===== config.mk =====
export PLATFORM = sky130hd
export DESIGN_NAME = packet_source_arbiter_fsm
export DESIGN_NICKNAME = d
export VERILOG_FILES = /design/src/design/psa_pkg.sv /design/src/design/packet_source_arbiter_fsm.sv
export SDC_FILE = /design/constraint.sdc
export NUM_CORES = 1
export LEC_CHECK = 0
export ABC_CLOCK_PERIOD_IN_PS = 3700
export BUFFER_PORTS_ARGS = -buffer_cell sky130_fd_sc_hd__clkbuf_2
export CAP_MARGIN = 5
export CORE_ASPECT_RATIO = 1.2
export CORE_MARGIN = 1.5
export CORE_UTILIZATION = 30
export CTS_CLUSTER_DIAMETER = 50
export DETAILED_ROUTE_END_ITERATION = 16
export GPL_ROUTABILITY_DRIVEN = 0
export GPL_TIMING_DRIVEN = 0
export SLEW_MARGIN = 25
export SYNTH_ARGS = -nofsm -noshare
export SYNTH_HDL_FRONTEND = slang
export SYNTH_SLANG_ARGS = --single-unit

===== constraint.sdc =====
create_clock -name clk -period 3.7 [get_ports clk]
set_input_delay 0.555 -clock clk [delete_from_list [all_inputs] [get_ports clk]]
set_output_delay 0.555 -clock clk [all_outputs]
set_load 0.01 [all_outputs]

===== src/design/psa_pkg.sv =====
// ----------------------------------------------------------------------------
// psa_pkg
// Source numbering and arbiter state codes for the packet source arbiter.
// ----------------------------------------------------------------------------
package psa_pkg;

  localparam int unsigned NUM_PORTS = 8;
  localparam int unsigned PORT_W    = 3;
  localparam int unsigned MASK_W    = 3;

  localparam logic [PORT_W-1:0] P_PARSER1 = 3'd0;
  localparam logic [PORT_W-1:0] P_PARSER2 = 3'd1;
  localparam logic [PORT_W-1:0] P_WQ1_NET = 3'd2;
  localparam logic [PORT_W-1:0] P_WQ1_SOC = 3'd3;
  localparam logic [PORT_W-1:0] P_WQ1_MEM = 3'd4;
  localparam logic [PORT_W-1:0] P_WQ2_NET = 3'd5;
  localparam logic [PORT_W-1:0] P_WQ2_MEM = 3'd6;
  localparam logic [PORT_W-1:0] P_DISP    = 3'd7;

  localparam int unsigned M_WQ1_MEM = 0;
  localparam int unsigned M_WQ1_SOC = 1;
  localparam int unsigned M_WQ1_NET = 2;

  typedef logic [NUM_PORTS-1:0] port_vec_t;

  typedef enum logic [2:0] {
    ST_READY   = 3'd0,
    ST_PARSER2 = 3'd1,
    ST_WQ1_MEM = 3'd2,
    ST_WQ1_SOC = 3'd3,
    ST_WQ1_NET = 3'd4,
    ST_WQ2_NET = 3'd5,
    ST_DISP    = 3'd6
  } arb_state_t;

endpackage


===== src/design/packet_source_arbiter_fsm.sv =====
// ----------------------------------------------------------------------------
// packet_source_arbiter_fsm
// Chooses which of eight source queues to pop per word and steers records.
// ----------------------------------------------------------------------------
// Usage:
//   Input channel (in_valid / in_stall) carries one word per cycle unless
//   stalled: the not-empty, last and endpoint flags of all eight sources.
//   Result channel (out_valid / out_stall) returns one word per input word:
//   the pop decision, forwarded last flag, record steering and error flag.
//   An accepted input word is held in the input register, which feeds the
//   arbiter decision logic into the result register.
//   One word moves per cycle unless the receiver stalls; the arbiter state
//   updates in the same cycle the decision moves into the result register.
//   When the receiver stalls, the result register holds, the input register
//   fills, and in_stall rises once both are occupied.
//   Reset returns the arbiter to the ready state with the pending mask clear
//   and both registers empty.
// ----------------------------------------------------------------------------
module packet_source_arbiter_fsm (
  input  logic                    clk,
  input  logic                    rst_n,
  input  logic                    in_valid,
  output logic                    in_stall,
  input  psa_pkg::port_vec_t      in_port_ready,
  input  psa_pkg::port_vec_t      in_head_last,
  input  psa_pkg::port_vec_t      in_head_is_mem,
  output logic                    out_valid,
  input  logic                    out_stall,
  output logic                    out_pop_valid,
  output logic [psa_pkg::PORT_W-1:0] out_pop_port,
  output logic                    out_last,
  output logic                    out_record_soc,
  output logic                    out_record_mem,
  output logic                    out_protocol_error
);
  import psa_pkg::*;

  logic                in_valid_r;
  port_vec_t           rdy_r, lst_r, mem_r;
  logic                out_valid_r;
  logic                pop_valid_r, last_r, rsoc_r, rmem_r, err_r;
  logic [PORT_W-1:0]   port_r;
  arb_state_t          state_r, state_nxt;
  logic [MASK_W-1:0]   mask_r, mask_nxt, mask_mem;

  logic                advance, in_take;
  logic                valid_c, rsoc_c, rmem_c, err_c, last_c;
  logic [PORT_W-1:0]   port_c;

  assign advance  = in_valid_r && (!out_valid_r || !out_stall);
  assign in_stall = in_valid_r && !advance;
  assign in_take  = in_valid && !in_stall;

  // pending mask as it stands after a wq1 memory header pop
  always_comb begin
    mask_mem = mask_r;
    if (!lst_r[P_WQ1_MEM]) mask_mem[M_WQ1_MEM] = 1'b1;
    if (rdy_r[P_WQ1_SOC])  mask_mem[M_WQ1_SOC] = 1'b1;
    if (rdy_r[P_WQ1_NET])  mask_mem[M_WQ1_NET] = 1'b1;
  end

  // next state
  always_comb begin
    state_nxt = state_r;
    mask_nxt  = mask_r;
    case (state_r)
      ST_PARSER2: begin
        if (rdy_r[P_PARSER2]) state_nxt = ST_READY;
      end
      ST_WQ1_MEM: begin
        if (rdy_r[P_WQ1_MEM] && lst_r[P_WQ1_MEM]) begin
          mask_nxt[M_WQ1_MEM] = 1'b0;
          if (mask_r[M_WQ1_SOC])      state_nxt = ST_WQ1_SOC;
          else if (mask_r[M_WQ1_NET]) state_nxt = ST_WQ1_NET;
          else                        state_nxt = ST_READY;
        end
      end
      ST_WQ1_SOC: begin
        if (rdy_r[P_WQ1_SOC]) begin
          mask_nxt[M_WQ1_SOC] = 1'b0;
          state_nxt = mask_r[M_WQ1_NET] ? ST_WQ1_NET : ST_READY;
        end
      end
      ST_WQ1_NET: begin
        if (rdy_r[P_WQ1_NET]) begin
          mask_nxt[M_WQ1_NET] = 1'b0;
          state_nxt = ST_READY;
        end
      end
      ST_WQ2_NET: begin
        if (rdy_r[P_WQ2_NET] && lst_r[P_WQ2_NET]) state_nxt = ST_READY;
      end
      ST_DISP: begin
        if (rdy_r[P_DISP] && lst_r[P_DISP]) state_nxt = ST_READY;
      end
      default: begin
        state_nxt = ST_READY;
        if (rdy_r[P_DISP]) begin
          if (!lst_r[P_DISP]) state_nxt = ST_DISP;
        end else if (rdy_r[P_WQ2_MEM]) begin
          if (rdy_r[P_WQ2_NET]) state_nxt = ST_WQ2_NET;
        end else if (rdy_r[P_WQ1_MEM]) begin
          mask_nxt = mask_mem;
          if (mask_mem[M_WQ1_MEM])      state_nxt = ST_WQ1_MEM;
          else if (mask_mem[M_WQ1_SOC]) state_nxt = ST_WQ1_SOC;
          else if (mask_mem[M_WQ1_NET]) state_nxt = ST_WQ1_NET;
        end else if (rdy_r[P_PARSER1]) begin
          if (rdy_r[P_PARSER2]) state_nxt = ST_PARSER2;
        end
      end
    endcase
  end

  // outputs
  always_comb begin
    valid_c = 1'b0;
    port_c  = '0;
    rsoc_c  = 1'b0;
    rmem_c  = 1'b0;
    err_c   = 1'b0;
    case (state_r)
      ST_PARSER2: begin
        if (rdy_r[P_PARSER2]) begin
          valid_c = 1'b1;
          port_c  = P_PARSER2;
          err_c   = !lst_r[P_PARSER2];
          rmem_c  = mem_r[P_PARSER2];
          rsoc_c  = !mem_r[P_PARSER2];
        end
      end
      ST_WQ1_MEM: begin
        if (rdy_r[P_WQ1_MEM]) begin
          valid_c = 1'b1;
          port_c  = P_WQ1_MEM;
        end
      end
      ST_WQ1_SOC: begin
        if (rdy_r[P_WQ1_SOC]) begin
          valid_c = 1'b1;
          port_c  = P_WQ1_SOC;
          err_c   = !lst_r[P_WQ1_SOC] || mem_r[P_WQ1_SOC];
          rsoc_c  = !mem_r[P_WQ1_SOC];
        end
      end
      ST_WQ1_NET: begin
        if (rdy_r[P_WQ1_NET]) begin
          valid_c = 1'b1;
          port_c  = P_WQ1_NET;
          err_c   = !lst_r[P_WQ1_NET];
        end
      end
      ST_WQ2_NET: begin
        if (rdy_r[P_WQ2_NET]) begin
          valid_c = 1'b1;
          port_c  = P_WQ2_NET;
        end
      end
      ST_DISP: begin
        if (rdy_r[P_DISP]) begin
          valid_c = 1'b1;
          port_c  = P_DISP;
        end
      end
      default: begin
        err_c = (mask_r != '0);
        if (rdy_r[P_DISP]) begin
          valid_c = 1'b1;
          port_c  = P_DISP;
        end else if (rdy_r[P_WQ2_MEM]) begin
          valid_c = 1'b1;
          port_c  = P_WQ2_MEM;
          err_c   = err_c || !lst_r[P_WQ2_MEM] || !mem_r[P_WQ2_MEM];
          rmem_c  = mem_r[P_WQ2_MEM];
        end else if (rdy_r[P_WQ1_MEM]) begin
          valid_c = 1'b1;
          port_c  = P_WQ1_MEM;
          err_c   = err_c || !mem_r[P_WQ1_MEM];
          rmem_c  = mem_r[P_WQ1_MEM];
        end else if (rdy_r[P_PARSER1]) begin
          valid_c = 1'b1;
          port_c  = P_PARSER1;
          err_c   = err_c || !lst_r[P_PARSER1];
          rmem_c  = mem_r[P_PARSER1];
          rsoc_c  = !mem_r[P_PARSER1];
        end
      end
    endcase
    last_c = valid_c && lst_r[port_c];
  end

  always_ff @(posedge clk) begin
    if (!rst_n) begin
      in_valid_r  <= 1'b0;
      out_valid_r <= 1'b0;
      state_r     <= ST_READY;
      mask_r      <= '0;
    end else begin
      if (in_take)              in_valid_r <= 1'b1;
      else if (advance)         in_valid_r <= 1'b0;
      if (advance)              out_valid_r <= 1'b1;
      else if (!out_stall)      out_valid_r <= 1'b0;
      if (advance) begin
        state_r <= state_nxt;
        mask_r  <= mask_nxt;
      end
    end
  end

  always_ff @(posedge clk) begin
    if (in_take) begin
      rdy_r <= in_port_ready;
      lst_r <= in_head_last;
      mem_r <= in_head_is_mem;
    end
    if (advance) begin
      pop_valid_r <= valid_c;
      port_r      <= port_c;
      last_r      <= last_c;
      rsoc_r      <= rsoc_c;
      rmem_r      <= rmem_c;
      err_r       <= err_c;
    end
  end

  assign out_valid          = out_valid_r;
  assign out_pop_valid      = pop_valid_r;
  assign out_pop_port       = port_r;
  assign out_last           = last_r;
  assign out_record_soc     = rsoc_r;
  assign out_record_mem     = rmem_r;
  assign out_protocol_error = err_r;

`ifndef SYNTHESIS
  a_idle_word_zero: assert property (@(posedge clk) disable iff (!rst_n)
    (out_valid_r && !pop_valid_r) |-> (port_r == '0 && !last_r && !rsoc_r && !rmem_r))
    else $error("idle result word carries nonzero fields");

  a_record_one_target: assert property (@(posedge clk) disable iff (!rst_n)
    out_valid_r |-> !(rsoc_r && rmem_r))
    else $error("record steered to both trackers");

  a_wq1_mem_mask: assert property (@(posedge clk) disable iff (!rst_n)
    (state_r == ST_WQ1_MEM) |-> mask_r[M_WQ1_MEM])
    else $error("wq1 memory lock without pending beat");

  a_wq1_net_mask: assert property (@(posedge clk) disable iff (!rst_n)
    (state_r == ST_WQ1_NET) |-> mask_r[M_WQ1_NET])
    else $error("wq1 network lock without pending flag");
`endif

endmodule


==> After elaboration in Yosys (flattened, before gate mapping) <==
Cells that the tools add are included.
{ "totals": {"regBits": 39, "input_bits": 28, "output_inout_bits": 10, "elab_cells": 156} }
{ "classes": {"magnitude_cmp": 1, "eq_ne": 19, "mux": 76, "bitwise_logic": 3, "n_reduce_logical": 42} }
{ "ops": {"columns": ["op", "n"], "rows": [
  ["$mux 3", 24],
  ["$mux 1", 40],
  ["$pmux 3 s6", 2],
  ["$reduce_or 5->1", 4],
  ["$reduce_and 6->1", 3],
  ["$logic_not 1->1", 14],
  ["$ne 2x1->1 const B", 7],
  ["$ne 2x2->1 const B", 6],
  ["$eq 3x3->1 const B", 3],
  ["$pmux 1 s2", 4],
  ["$reduce_bool 2->1", 4],
  ["$logic_and 1x1->1", 7],
  ["$reduce_and 7->1", 1],
  ["$eq 3x2->1 const B", 2],
  ["$logic_or 1x1->1", 6],
  ["$pmux 1 s6", 1],
  ["$lt 3x4->1 const B", 1],
  ["$mux 2", 2],
  ["$pmux 1 s4", 1],
  ["$reduce_or 4->1", 1],
  ["$bmux 1 s3", 1],
  ["$eq 3x1->1 const B", 1],
  ["$not 1->1", 3],
  ["$pmux 1 s3", 1],
  ["other kinds (2)", 2]
]} }

==> Longest topological paths before layout <==
{ "logic_depth": {"ltp_word": 8, "mapped_depth": 8, "depth_no_buf": 5} }

==> Worst setup path before layout <==
OpenSTA, ideal clock, no wires.
{ "synth_timing": {"path_type": "input port to flip-flop", "start": "in out_stall", "end": "reg lst_r[0] (enable)", "setup_time_ns": 0.401, "arrival_time_ns": 1.763, "t_required_ns": 3.299, "setup_slack_ns": 1.536, "stages": 2, "path_buffers": 0, "cell_sequence": "and3_1 nor2b_1"} }
{ "synth_via": {"elab_chain_cells": 7} }
{ "synth_rtl": {"columns": ["element", "line_no", "source"], "rows": [
  ["start: declaration", "packet_source_arbiter_fsm.sv:28", "input logic out_stall,"],
  ["$logic_not 1->1", null, null],
  ["$logic_or 1x1->1", "packet_source_arbiter_fsm.sv:50", "assign advance = in_valid_r && (!out_valid_r || !out_stall);"],
  ["$logic_and 1x1->1", "packet_source_arbiter_fsm.sv:50", null],
  ["$logic_not 1->1", "packet_source_arbiter_fsm.sv:51", "assign in_stall = in_valid_r && !advance;"],
  ["$logic_and 1x1->1", "packet_source_arbiter_fsm.sv:51", null],
  ["$logic_not 1->1", "packet_source_arbiter_fsm.sv:52", "assign in_take = in_valid && !in_stall;"],
  ["$logic_and 1x1->1", "packet_source_arbiter_fsm.sv:52", null],
  ["net in_take", "packet_source_arbiter_fsm.sv:46", "logic advance, in_take;"],
  ["end signal: assignment", "packet_source_arbiter_fsm.sv:212", "lst_r <= in_head_last;"],
  ["end: declaration", "packet_source_arbiter_fsm.sv:39", "port_vec_t rdy_r, lst_r, mem_r;"]
]} }
The timed path passes the listed nets, and every way through them passes these cells.
A chain may end at the register's enable or synchronous reset.

==> Final worst setup path <==
{ "layout_timing": {"start": "reg state_r[2]", "end": "reg last_r, in the netlist out_last, data pin"} }
{ "layout_via": {"elab_chain_cells": 5, "word_cells_on_any_way": 11, "classes_between": "eq/ne (6); mux (4); reduce/logical (1)"} }
{ "layout_rtl": {"columns": ["element", "line_no", "source"], "rows": [
  ["start: declaration", "packet_source_arbiter_fsm.sv:43", "arb_state_t state_r, state_nxt;"],
  ["start signal: assignment", "packet_source_arbiter_fsm.sv:203", "state_r <= state_nxt;"],
  ["$eq 3x3->1 (tied with other cells)", "packet_source_arbiter_fsm.sv:121", "case (state_r)"],
  ["$pmux 3 s6", "packet_source_arbiter_fsm.sv:121", null],
  ["$bmux 1 s3", "packet_source_arbiter_fsm.sv:188", "last_c = valid_c && lst_r[port_c];"],
  ["$mux 1 (not written as such)", "packet_source_arbiter_fsm.sv:188", null],
  ["$logic_and 1x1->1 *", "packet_source_arbiter_fsm.sv:188", null],
  ["net last_c", "packet_source_arbiter_fsm.sv:47", "logic valid_c, rsoc_c, rmem_c, err_c, last_c;"],
  ["end signal: assignment", "packet_source_arbiter_fsm.sv:218", "last_r <= last_c;"],
  ["end: declaration", "packet_source_arbiter_fsm.sv:41", "logic pop_valid_r, last_r, rsoc_r, rmem_r, err_r;"]
]} }
Mark *: on every way through the listed nets, which the timed path passes. The rest lies on a longest branch. The select of a mux whose other input is x is not followed.

==> impl_metrics.ini <==
[place]
port_buffers = 34
dp.cells = 288
postPlaceCellArea_um2 = 2220
hpwl_um = 3250

[logic_synthesis]
synth.net_count = 199
synth.top_cells.by_area = edfxtp_1 (45%), dfxtp_1 (8.3%), a21oi_1 (2.3%)
ys_ff_latch = 37
syn_area_per_cell_um2 = 11.3
netlist.area_leader.share_pct = 45.1
synth_common_cells = edfxtp_1 (29), nor2_1 (12), inv_1 (10)
yosysWarnings = 0
synth_area_um2 = 1930
synth_edf_count = 29
ys_seq_area_share_pct = 53.4
yosysMostFrequentCell = edfxtp_1
synth_top_area_cell = edfxtp_1
syn_inst = 171
async_reset_ff_share_pct = 0
synth_cell_type_count = 51
ys.flop_type = edfxtp_1

[routing]
vias = 1511
totalWireLength_um = 4220
antenna_left = 0
drtIter0Drc = 105
wl_per_cell_um = 14.3
via_per_inst = 5.10
drc = 0
dr.pass1.iters = 4

[global_routing]
busiest_layer = met2
grt_pass1_vias = 1377
grt_max_degree = 17
grt_overflow = 0
antenna_found_initial = 0
met3_usage_pct = 2.83
grtUsageTotal_pct = 12.4
use_met2_pct = 21.0
grt_use_met1_pct = 14.6
grt_pass1_wl_um = 6750

[timing]
worst_pin_slew_ns = 0.658
slew_violations = 0
hold_viol = 0
fin_crit_sh_pct = 58.0
slew_headroom_pct = 56.0
max_freq_mhz = 466
min_period_ns = 2.15
setup-tns-final_ns = 0
fin_worst_skew_ns = 0.00460
setup_violations = 0
hold_slack_ns = 0.440
grt_setup_unrepaired = false

[floorplanning]
die_h_um = 90.9
pin_count = 38
die_area_um2 = 6930
core_area_um2 = 6130
start_util_pct = 31.5
die_x_um = 76.3
num_rows = 31

[worst_setup_path]
cp_data_arrival_time_ns = 2.18
crit_slowest_cell = a211oi_4
reg2reg_from = state_r[2]
crit_type = reg2reg
worstSetupPathDepth = 7
end_kind = flop
start_kind = flop
rrSetupSlack_ns = 1.55
cp_common_cell = buf_6
reg2reg_to = out_last
crit_buf_inv = 2
startpoint = state_r[2]
endpoint = out_last
critPathMaxFanout = 9
worstPathRequired_ns = 3.74
slowest_delay_ns = 0.41
path_delay_family = compound AO/OA/AOI/OAI gates
reg2regPathDepth = 7
crit_chain = buf_6 > or3_4 > buf_6 > a211oi_4 > a21oi_1 > a2111oi_4 > a211oi_2

[power_and_ir_drop]
p_leak_nw = 0.859
total_power_w = 0.000944
power_density_nw_per_um2 = 410
vdd_drop_max_uv = 171

[hold_path]
hold_path.class = in2reg

[cts]
clk_pin_slew_ns = 0.07
hold_buffers = 0
cts_max_level = 2
cts_resized = 0
cts.sinks = 37
numCtsBuffers = 5
clk_path_buf_depth = 2
post_cts_buffers = 0
clockRootBuffer = clkbuf_8
cts_tree = built
worstSkewPairLatency_ns = 0.29

[layout]
postLayoutCellArea_um2 = 2300
fin_nets = 241
drive_gt1_share_pct = 29.0
fillers = 643
fin_cells = 296
area_delta_synth_final_pct = 19.2
antenna_cells = 0

[flow_run]
max_cap_viol_count = 0

[status]
status = finished clean
[worst reg2reg max path, delay by kind of cell, from the launching register on]
kind,cells,cell delay [ns]
flip-flops,1,0.31
AND/OR/NAND/NOR,1,0.38
AO/OA/AOI/OAI,4,0.94
buffers and inverters,2,0.27
[cells in the final DEF, fill, tap and decap left out, types with 5 or more instances in the layout]
cell type,n
buf_6,5
clkbuf_2,34
nor3_1,6
nand2_1,8
nor2_1,12
nand3_1,7
a31oi_1,5
nor2b_1,6
edfxtp_1,29
inv_1,10
clkbuf_8,5
dfxtp_1,8
o21ai_0,5
a21oi_1,9
[state kept, by name, indices dropped and copies added (netlist names)]
name and cells:
in_valid_r 1, out_last 1, rdy_r 8, state_r 3, out_valid 1, out_pop_port 3
out_record_mem 1, out_pop_valid 1, out_protocol_error 1, out_record_soc 1, mem_r 5, lst_r 8
mask_r 3
[report_power, final]
group	internal, W	total (W)	leakage [nW]	switching, W
registers	0.000479	0.000495	0.344	0.0000156
clock network	0.000133	0.000269	0.0385	0.000136
logic	0.0000796	0.000180	0.477	0.0000999
total	0.000692	0.000944	0.859	0.000252
[final cells by class]
type	count	area [um2]	share of cell area, %
flip-flops and latches	37	1030	44.8
multi-input cells	114	795	34.5
repair buffers	35	181	7.88
well taps	82	103	4.46
clock buffers	7	76.3	3.32
plain buffers	10	71.3	3.10
inverters	10	37.5	1.63
clock inverters	1	7.51	0.326
[cell families (layout without fill, tap and decap cells)]
logic type	after synthesis	count (layout)	share of synthesized area (%)
simple gates	57	57	15.9
compound gates	52	52	22.5
flops	37	37	53.4
buf+inv	20	63	5.63
mux	5	5	2.66
[stage by stage]
| stage | util [%] | setup slack (ns) |
|---|---|---|
| 6_report | 37.6 | 1.55 |
| 4_1_cts | 37.6 | 1.56 |
| 5_1_grt | 37.6 | 1.47 |
| 3_3_place_gp | 36.0 | 1.13 |
| 2_1_floorplan | - | 1.54 |
| 3_5_place_dp | 36.2 | 1.55 |
[per-layer routing]
metal,vias to the layer above,routed length [um]
met2,61,2090
met5,-,0
met3,8,248
met1,702,1790
li1,740,-
met4,0,94
[worst min path at each step]
stage	startpoint	to	slack (ns)	depth (start not counted)
CTS	in_head_is_mem[6]	mem_r[6]	0.43	1
global route	in_head_is_mem[4]	mem_r[4]	0.43	1
finish	in_head_last[0]	lst_r[0]	0.44	1
floorplan	in_valid_r	out_valid	0.44	2
global placement	in_valid_r	out_valid	0.45	2
detailed placement	in_valid_r	out_valid	0.48	2
No activity file was read; power rests on OpenSTA's default activity.
